===== src/hdl/hpssw_pkg.sv =====
// ----------------------------------------------------------------------------
// hpssw_pkg
// Shared types and constants of the hex patch scatter writer.
// ----------------------------------------------------------------------------
package hpssw_pkg;

  localparam int unsigned MaxSegmentsDef  = 64;
  localparam int unsigned OffsetDigitsDef = 8;

  // item kinds
  typedef enum logic [1:0] {
    KIND_CLEAR  = 2'd0,
    KIND_APPEND = 2'd1,
    KIND_CHAR   = 2'd2,
    KIND_NONE   = 2'd3
  } kind_t;

  // parser phases
  typedef enum logic [2:0] {
    PH_LINE   = 3'd0,
    PH_OFFSET = 3'd1,
    PH_FIELD  = 3'd2,
    PH_PAIR1  = 3'd3,
    PH_PAIR2  = 3'd4,
    PH_SKIP   = 3'd5,
    PH_HALT   = 3'd6
  } phase_t;

  // top level sequencer
  typedef enum logic [2:0] {
    ST_IDLE,
    ST_LOOKUP,
    ST_WAIT,
    ST_TEST,
    ST_OUT
  } state_t;

  localparam logic [7:0] ChNul   = 8'd0;
  localparam logic [7:0] ChTab   = 8'd9;
  localparam logic [7:0] ChLf    = 8'd10;
  localparam logic [7:0] ChVt    = 8'd11;
  localparam logic [7:0] ChFf    = 8'd12;
  localparam logic [7:0] ChCr    = 8'd13;
  localparam logic [7:0] ChSpace = 8'd32;
  localparam logic [7:0] ChHash  = 8'h23;
  localparam logic [7:0] ChSemi  = 8'h3b;

  // hex digit decode: bit 4 set when the character is a hex digit
  function automatic logic [4:0] hex_decode(input logic [7:0] c);
    logic [4:0] r;
    r = 5'd0;
    if (c >= 8'h30 && c <= 8'h39) r = {1'b1, c[3:0]};
    else if ((c >= 8'h61 && c <= 8'h66) || (c >= 8'h41 && c <= 8'h46))
      r = {1'b1, c[3:0] + 4'd9};
    return r;
  endfunction

endpackage


===== src/hdl/hex_patch_stream_scatter_writer.sv =====
// ----------------------------------------------------------------------------
// hex_patch_stream_scatter_writer
// Parses hex patch text and scatters each byte through a segment table.
// ----------------------------------------------------------------------------
// A table item or a character that yields no byte is taken in the idle state
// and leaves the block ready. A byte is translated by a sequencer that walks
// the segment table through one shared subtract-and-compare unit, reading one
// entry from the base and length RAMs per step, through the lookup, wait and
// test states, and then the output state when the byte lands in a segment. A
// byte with an empty table still passes the lookup state, as it still advances
// the offset. in_tready is low during the walk and while a result waits on the
// output register.
module hex_patch_stream_scatter_writer #(
  parameter int unsigned MAX_SEGMENTS  = hpssw_pkg::MaxSegmentsDef,
  parameter int unsigned OFFSET_DIGITS = hpssw_pkg::OffsetDigitsDef
) (
  input  logic        clk,
  input  logic        rst_n,
  input  logic        in_tvalid,
  output logic        in_tready,
  // [1:0] kind, [33:2] seg_base, [65:34] seg_length, [73:66] text_char
  input  logic [79:0] in_tdata,
  input  logic        in_tlast,      // final_char
  output logic        out_tvalid,
  input  logic        out_tready,
  // [31:0] write_address, [39:32] write_data
  output logic [39:0] out_tdata
);
  import hpssw_pkg::*;

  localparam int unsigned CW = $clog2(MAX_SEGMENTS + 1);
  localparam logic [CW-1:0] SegMax = CW'(MAX_SEGMENTS);

  state_t      st_r, st_nxt;
  logic [CW-1:0] cnt_r, idx_r;
  logic [31:0] rem_r, len_q, base_q, addr_r;
  logic [7:0]  data_r;
  logic [1:0]  kind;
  logic        acc, p_emit, p_adv, last_seg;
  logic [7:0]  p_data;
  logic [31:0] p_off;
  logic [32:0] diff;

  assign kind = in_tdata[1:0];
  assign in_tready = st_r == ST_IDLE;
  assign acc = in_tvalid && in_tready;
  assign out_tvalid = st_r == ST_OUT;
  assign out_tdata = {data_r, addr_r};

  hpssw_parser #(.OFFSET_DIGITS(OFFSET_DIGITS)) u_parser (
    .clk, .rst_n,
    .step(acc && kind == KIND_CHAR),
    .text_char(in_tdata[73:66]), .final_char(in_tlast),
    .emit(p_emit), .emit_data(p_data), .emit_offset(p_off),
    .advance(p_adv)
  );

  logic app;
  assign app = acc && kind == KIND_APPEND && cnt_r < SegMax;

  hpssw_ram #(.WIDTH(32), .DEPTH(MAX_SEGMENTS)) u_base (
    .clk, .wr_en(app), .wr_addr(cnt_r), .wr_data(in_tdata[33:2]),
    .rd_addr(idx_r), .rd_data(base_q));
  hpssw_ram #(.WIDTH(32), .DEPTH(MAX_SEGMENTS)) u_len (
    .clk, .wr_en(app), .wr_addr(cnt_r), .wr_data(in_tdata[65:34]),
    .rd_addr(idx_r), .rd_data(len_q));

  // shared subtract/compare: remainder minus current segment length
  assign diff = {1'b0, rem_r} - {1'b0, len_q};
  assign last_seg = idx_r + 1'b1 >= cnt_r;
  assign p_adv = st_r == ST_LOOKUP;

  always_comb begin
    st_nxt = st_r;
    case (st_r)
      ST_IDLE:
        if (acc && kind == KIND_CHAR && p_emit) st_nxt = ST_LOOKUP;
      // every byte advances the offset; an empty table writes nothing
      ST_LOOKUP: st_nxt = (cnt_r == '0) ? ST_IDLE : ST_WAIT;
      ST_WAIT:   st_nxt = ST_TEST;
      ST_TEST:
        if (!diff[32] && !last_seg) st_nxt = ST_WAIT;
        else if (diff[32]) st_nxt = ST_OUT;
        else st_nxt = ST_IDLE;
      ST_OUT: if (out_tready) st_nxt = ST_IDLE;
      default: st_nxt = ST_IDLE;
    endcase
  end

  // control and datapath registers
  always_ff @(posedge clk) begin
    if (!rst_n) begin
      st_r  <= ST_IDLE;
      cnt_r <= '0;
    end else begin
      st_r <= st_nxt;
      if (acc && kind == KIND_CLEAR) cnt_r <= '0;
      else if (app) cnt_r <= cnt_r + 1'b1;
    end
    case (st_r)
      ST_IDLE: begin
        idx_r  <= '0;
        data_r <= p_data;
      end
      ST_LOOKUP: rem_r <= p_off;
      ST_TEST: begin
        if (!diff[32] && !last_seg) begin
          rem_r <= diff[31:0];
          idx_r <= idx_r + 1'b1;
        end
        addr_r <= rem_r + base_q;
      end
      default: ;
    endcase
  end
endmodule


===== src/hdl/hpssw_ram.sv =====
// ----------------------------------------------------------------------------
// hpssw_ram
// Generic single-port-write, single-port-read RAM with registered read.
// ----------------------------------------------------------------------------
module hpssw_ram #(
  parameter int unsigned WIDTH = 32,
  parameter int unsigned DEPTH = 64
) (
  input  logic                             clk,
  input  logic                             wr_en,
  input  logic [$clog2(DEPTH+1)-1:0]       wr_addr,
  input  logic [WIDTH-1:0]                 wr_data,
  input  logic [$clog2(DEPTH+1)-1:0]       rd_addr,
  output logic [WIDTH-1:0]                 rd_data
);
  localparam int unsigned AW = (DEPTH > 1) ? $clog2(DEPTH) : 1;

  logic [WIDTH-1:0] mem [DEPTH];
  logic [WIDTH-1:0] rd_data_r;

  always_ff @(posedge clk) begin
    if (wr_en) mem[wr_addr[AW-1:0]] <= wr_data;
    rd_data_r <= mem[rd_addr[AW-1:0]];
  end

  assign rd_data = rd_data_r;
endmodule


===== src/hdl/hpssw_parser.sv =====
// ----------------------------------------------------------------------------
// hpssw_parser
// Character parser: phase, offset accumulation and hex pair assembly.
// Updates its state on the step strobe, its offset also on the advance strobe,
// and flags bytes that need translating.
module hpssw_parser #(
  parameter int unsigned OFFSET_DIGITS = 8
) (
  input  logic        clk,
  input  logic        rst_n,
  input  logic        step,
  input  logic [7:0]  text_char,
  input  logic        final_char,
  output logic        emit,
  output logic [7:0]  emit_data,
  output logic [31:0] emit_offset,
  input  logic        advance
);
  import hpssw_pkg::*;

  localparam int unsigned DW = $clog2(OFFSET_DIGITS + 1);
  localparam logic [DW-1:0] DigMax = DW'(OFFSET_DIGITS);

  phase_t      phase_r, phase_nxt;
  logic [31:0] off_r, off_nxt;
  logic [DW-1:0] dig_r, dig_nxt;
  logic [4:0]  hn_r, hn_nxt;
  logic [4:0]  h;
  logic        blank;

  assign h = hex_decode(text_char);
  assign blank = text_char == ChSpace || text_char == ChTab ||
                 text_char == ChVt || text_char == ChFf;
  assign emit_offset = off_r;

  // next state of the parser for the current character
  always_comb begin
    phase_nxt = phase_r;
    off_nxt   = off_r;
    dig_nxt   = dig_r;
    hn_nxt    = hn_r;
    emit      = 1'b0;
    emit_data = 8'd0;
    case (phase_r)
      PH_OFFSET: begin
        if (text_char == ChSpace) phase_nxt = PH_FIELD;
        else if (text_char == ChLf) phase_nxt = PH_LINE;
        else if (text_char == ChNul) phase_nxt = PH_HALT;
        else if (dig_r < DigMax && h[4]) begin
          off_nxt = {off_r[27:0], h[3:0]};
          dig_nxt = dig_r + 1'b1;
        end else dig_nxt = DigMax;
      end
      PH_FIELD: begin
        if (text_char == ChSpace) phase_nxt = PH_PAIR1;
        else if (text_char == ChLf) phase_nxt = PH_LINE;
        else if (text_char == ChNul) phase_nxt = PH_HALT;
      end
      PH_PAIR1: begin
        if (text_char == ChLf) phase_nxt = PH_LINE;
        else if (text_char == ChCr) phase_nxt = PH_SKIP;
        else if (text_char == ChNul) phase_nxt = PH_HALT;
        else begin
          if (h[4]) hn_nxt = h;
          else if (blank) hn_nxt = 5'd1;
          else hn_nxt = 5'd0;
          phase_nxt = PH_PAIR2;
          if (final_char) begin
            emit = 1'b1;
            emit_data = h[4] ? {4'd0, h[3:0]} : 8'd0;
          end
        end
      end
      PH_PAIR2: begin
        emit = 1'b1;
        if (hn_r[4]) emit_data = h[4] ? {hn_r[3:0], h[3:0]} : {4'd0, hn_r[3:0]};
        else if (hn_r == 5'd1) emit_data = h[4] ? {4'd0, h[3:0]} : 8'd0;
        else emit_data = 8'd0;
        phase_nxt = PH_PAIR1;
      end
      PH_SKIP: begin
        if (text_char == ChLf) phase_nxt = PH_LINE;
        else if (text_char == ChNul) phase_nxt = PH_HALT;
      end
      PH_HALT: ;
      default: begin
        if (text_char == ChNul) phase_nxt = PH_HALT;
        else if (text_char == ChLf) phase_nxt = PH_LINE;
        else if (text_char == ChHash || text_char == ChSemi ||
                 text_char == ChCr || text_char == ChSpace) phase_nxt = PH_SKIP;
        else begin
          phase_nxt = PH_OFFSET;
          if (h[4]) begin
            off_nxt = {28'd0, h[3:0]};
            dig_nxt = DW'(1);
          end else begin
            off_nxt = 32'd0;
            dig_nxt = DigMax;
          end
        end
      end
    endcase
    if (final_char) begin
      phase_nxt = PH_LINE;
      dig_nxt   = '0;
      hn_nxt    = 5'd0;
    end
  end

  // state registers; the offset steps once per translated byte
  always_ff @(posedge clk) begin
    if (!rst_n) begin
      phase_r <= PH_LINE;
      off_r   <= 32'd0;
      dig_r   <= '0;
      hn_r    <= 5'd0;
    end else if (step) begin
      phase_r <= phase_nxt;
      off_r   <= off_nxt;
      dig_r   <= dig_nxt;
      hn_r    <= hn_nxt;
    end else if (advance) begin
      off_r <= off_r + 32'd1;
    end
  end
endmodule

===== config.mk =====
export PLATFORM = sky130hd
export DESIGN_NAME = hex_patch_stream_scatter_writer
export DESIGN_NICKNAME = d
export VERILOG_FILES = /design/src/hdl/hpssw_pkg.sv /design/src/hdl/hex_patch_stream_scatter_writer.sv /design/src/hdl/hpssw_ram.sv /design/src/hdl/hpssw_parser.sv
export SDC_FILE = /design/constraint.sdc
export NUM_CORES = 2
export LEC_CHECK = 0
export BUFFER_PORTS_ARGS = -buffer_cell sky130_fd_sc_hd__buf_2
export CAP_MARGIN = 20
export CORE_UTILIZATION = 63
export DETAILED_ROUTE_END_ITERATION = 10
export HOLD_SLACK_MARGIN = 0.08
export PLACE_DENSITY_LB_ADDON = 0.12
export SETUP_SLACK_MARGIN = 0.05
export SYNTH_ARGS = -nofsm -noshare
export SYNTH_HDL_FRONTEND = slang
export SYNTH_HIERARCHICAL = 1
export SYNTH_SLANG_ARGS = --single-unit

===== constraint.sdc =====
create_clock -name clk -period 6.68 [get_ports clk]
set_clock_uncertainty 0.2 [all_clocks]
set_input_delay 0.668 -clock clk [delete_from_list [all_inputs] [get_ports clk]]
set_output_delay 0.668 -clock clk [all_outputs]
set_load 0.02 [all_outputs]

==> results.md <==
- Run status: finished, violations left
- Violated checks: design-rule violations
- Clock root cell: clkbuf_16
- Clock sinks: 4293
- Fin crit period: 5.38 ns
- Pwr dens: 287 nW/µm²
- First-pass GRT wire length: 605000 µm
- Synth area leader: edfxtp_1
- Syn_area_per_cell: 20.8 µm²
- Pre-CTS WS: 1.38 ns
- Setup bufs post-CTS: 0
- Worst vdd ir: 0.319 mV
- # fillers: 15.4k
- Pleak: 0.0573 µW
- Peak fanout along the critical path: 25
- Die height: 518 µm
- Layout cells sized above 1: 25.1%
- CP Launch Type: register
- RSZ-0062 raised after global routing: no
- Area Overhead vs Synth: 12.2%
- GP Congestion: 0.893
- CTS tree: yes
- Core area: 265000 µm²
- Dominant synthesized flop cell: edfxtp_1
- Worst-path clk slew: 0.06 ns
- Hold violation total from the final report: 0
- H-tree levels: 5
- GRT Overall Usage: 31.7%
- Detailed Routing Iterations Pass 1: 9
- Synth area leaders: edfxtp_1 (75%), mux4_2 (13%), mux2i_1 (1.7%)
- Post-layout util: 71.1%
- Initial detailed-routing violation count: 11.2k
- Worst setup path class: reg2reg
- Yosys warns: 6
- Post-DP HPWL: 244000 µm
- Slowest cell on the critical path: nor2_4
- Post-route worst setup slack: 1.30 ns
- Mapped cell area: 168000 µm²
- Count leader, synth: edfxtp_1
- Syn Inst Count: 8056
- CTS Buf Count: 415
- Die area: 269000 µm²
- Worst-Margin Slew: 1.17 ns
- Crit. End Element: register
- R2R cell count: 8
- Via density: 6.87
- Detail Route Antenna Nets: 0
- Final Max Tran Viols: 0
- IO Count: 127
- Number of synthesized register bits: 4293
- Total of max-cap violations: 0
- Nets: 8642
- Final setup vio count: 0
- Syn_nets: 8223
- # placed instances: 11.6k
- Synth top area share: 74.6%
- DRC Markers: 16
- Setup TNS: 0 ns
- Site Rows: 189
- Most used cell along the critical path: buf_4
- CP Cell Sequence: or3_1 -> inv_1 -> nand2_2 -> nor4b_4 -> buf_4 -> nand4b_1 -> nor2_4 -> buf_4
- WHS Path Cells: 1
- Number of flops mapped to enable cells by yosys: 4175
- Antenna violations before repair: 22
- Non-Filler Instances: 12.4k
- Final Cycle Share: 80.5%
- GRT overflow: 0
- F_max: 186 MHz
- Vias in the first global route: 84.9k
- Distinct cell type count after synthesis: 106
- Initial core utilization: 63.4%
- Ys async rst share: 0%
- Normalized max-slew margin: 21.5%
- DIE WIDTH: 518 µm
- WL final: 425000 µm
- Arr. time, crit path: 5.83 ns
- Crit-path max cell delay: 1.19 ns
- Synth cell count leaders: edfxtp_1 (4175), mux4_2 (990), nor2_1 (301), mux2i_1 (287), a21oi_1 (197)
- CP top delay family: simple AND/OR/NAND/NOR gates
- Bufs and invs on worst path: 3
- IO buf count: 120
- R2R setup slack: 1.30 ns
- Class of the worst hold path: in2reg
- Data required, critical path: 7.13 ns
- Largest net degree at the start of global routing: 112
- Post-CTS Resized: 0
- Clk_lat worst skew: 0.99 ns
- Post-synthesis sequential area ratio: 76.0%
- CP Depth: 8
- Clock buffer depth: 4
- WL per Instance: 34.3 µm
- Via count: 85.1k
## cell families (layout without fill, tap and decap cells)
kind of cell / Yosys count / count (layout) / share of synthesized area (%)
AND/OR/NAND/NOR: 871 / 871 / 2.53
adder cells (fa/ha/maj): 82 / 82 / 0.620
flip-flops: 4293 / 4293 / 76.0
AO/OA/AOI/OAI: 946 / 946 / 3.84
XOR/XNOR: 65 / 65 / 0.339
other: 0 / 23 / 0
buffers and inverters: 522 / 1294 / 1.65
multiplexers: 1277 / 1277 / 15.0
## worst register-to-register path, stage by stage (launching register included)
cell	delay (ns)
dfxtp_1	0.36
or3_1	0.41
inv_1	0.45
nand2_2	0.18
nor4b_4	0.67
buf_4	0.47
nand4b_1	0.79
nor2_4	1.19
buf_4	0.36
## where the power goes
group	leakage (µW)	total, µW	switching (µW)	internal, µW
Clock	0.00673	23600	10000	13600
Sequential	0.0385	29600	27.4	29500
Combinational	0.0121	869	685	184
Total	0.0573	54100	10800	43300
## state kept, by name, summed over array words and instances, names as in the netlist, 4 cells and up
signal	cells
u_len/mem	2048
idx_r	7
cnt_r	7
u_base/mem	2048
u_len/rd_data	32
u_parser/dig_r	4
data_r	8
u_base/rd_data	32
u_parser/hn_r	5
addr_r	32
rem_r	32
u_parser/emit_offset	32
## metal layers
metal  wire [µm]  track usage, %  part of all wire, %
met1      158000            44.4                   37
met2      207000            50.5                   49
met3       39000            4.64                  9.2
met4       20800            14.5                  4.9
met5          63               0                0.015
## worst paths after layout
kind | startpoint | to
hold reg to reg | u_parser/hn_r[0] | u_parser/hn_r[0]
setup / recovery | st_r[0] | u_base/mem[43][13]
hold / removal | in_tdata[57] | u_len/mem[61][23]
setup reg to reg | st_r[0] | u_base/mem[43][13]
## placed cells by master (no fill, tap or decap), types with 33 or more instances in the layout
master / synthesis / final
o22ai_1: 131 / 131
buf_4: 55 / 257
a22oi_1: 145 / 145
a21o_1: 40 / 40
edfxtp_1: 4175 / 4175
xnor2_1: 39 / 39
nor2_4: 0 / 127
clkbuf_1: 191 / 75
inv_1: 75 / 74
dfxtp_1: 118 / 118
buf_12: 3 / 47
a31oi_1: 36 / 36
nand2_1: 181 / 180
nor3_1: 39 / 37
a21oi_1: 197 / 197
buf_2: 117 / 121
nand3_1: 94 / 94
nand2b_1: 33 / 33
mux4_2: 990 / 990
o21ai_0: 114 / 114
nor2b_1: 41 / 36
mux2i_1: 287 / 287
nor2_1: 301 / 171
clkinv_1: 0 / 87
o221ai_1: 44 / 44
bufinv_16: 0 / 50
clkbuf_16: 0 / 417
ha_1: 80 / 80
clkinv_2: 0 / 89
## per-stage QoR
stage	hold WS, ns	power (µW)	cell area, µm²
finish	0.0962	54100	188000
CTS	0.126	54300	188000
global route	0.0838	55300	188000
global placement	0.268	30900	174000
floorplan	0.245	30400	168000
detailed placement	0.276	31000	174000
## cell type report
type / instances / area, µm² / share of cell area [%]
tap: 3533 / 4420 / 2.35
sequential: 4293 / 128000 / 67.8
inverter: 75 / 282 / 0.149
clock buffer: 504 / 10900 / 5.77
timing repair buffer: 449 / 3750 / 1.99
clock inverter: 266 / 2860 / 1.52
multi-input combinational: 3241 / 38500 / 20.4
antenna: 23 / 57.6 / 0.0305
## repair_timing
item,in CTS,in global routing
hold buffers,15,7
endpoints found under the setup margin,0,0
hold endpoints to repair,127,153
Note: power is estimated with default switching activity, not from simulation.
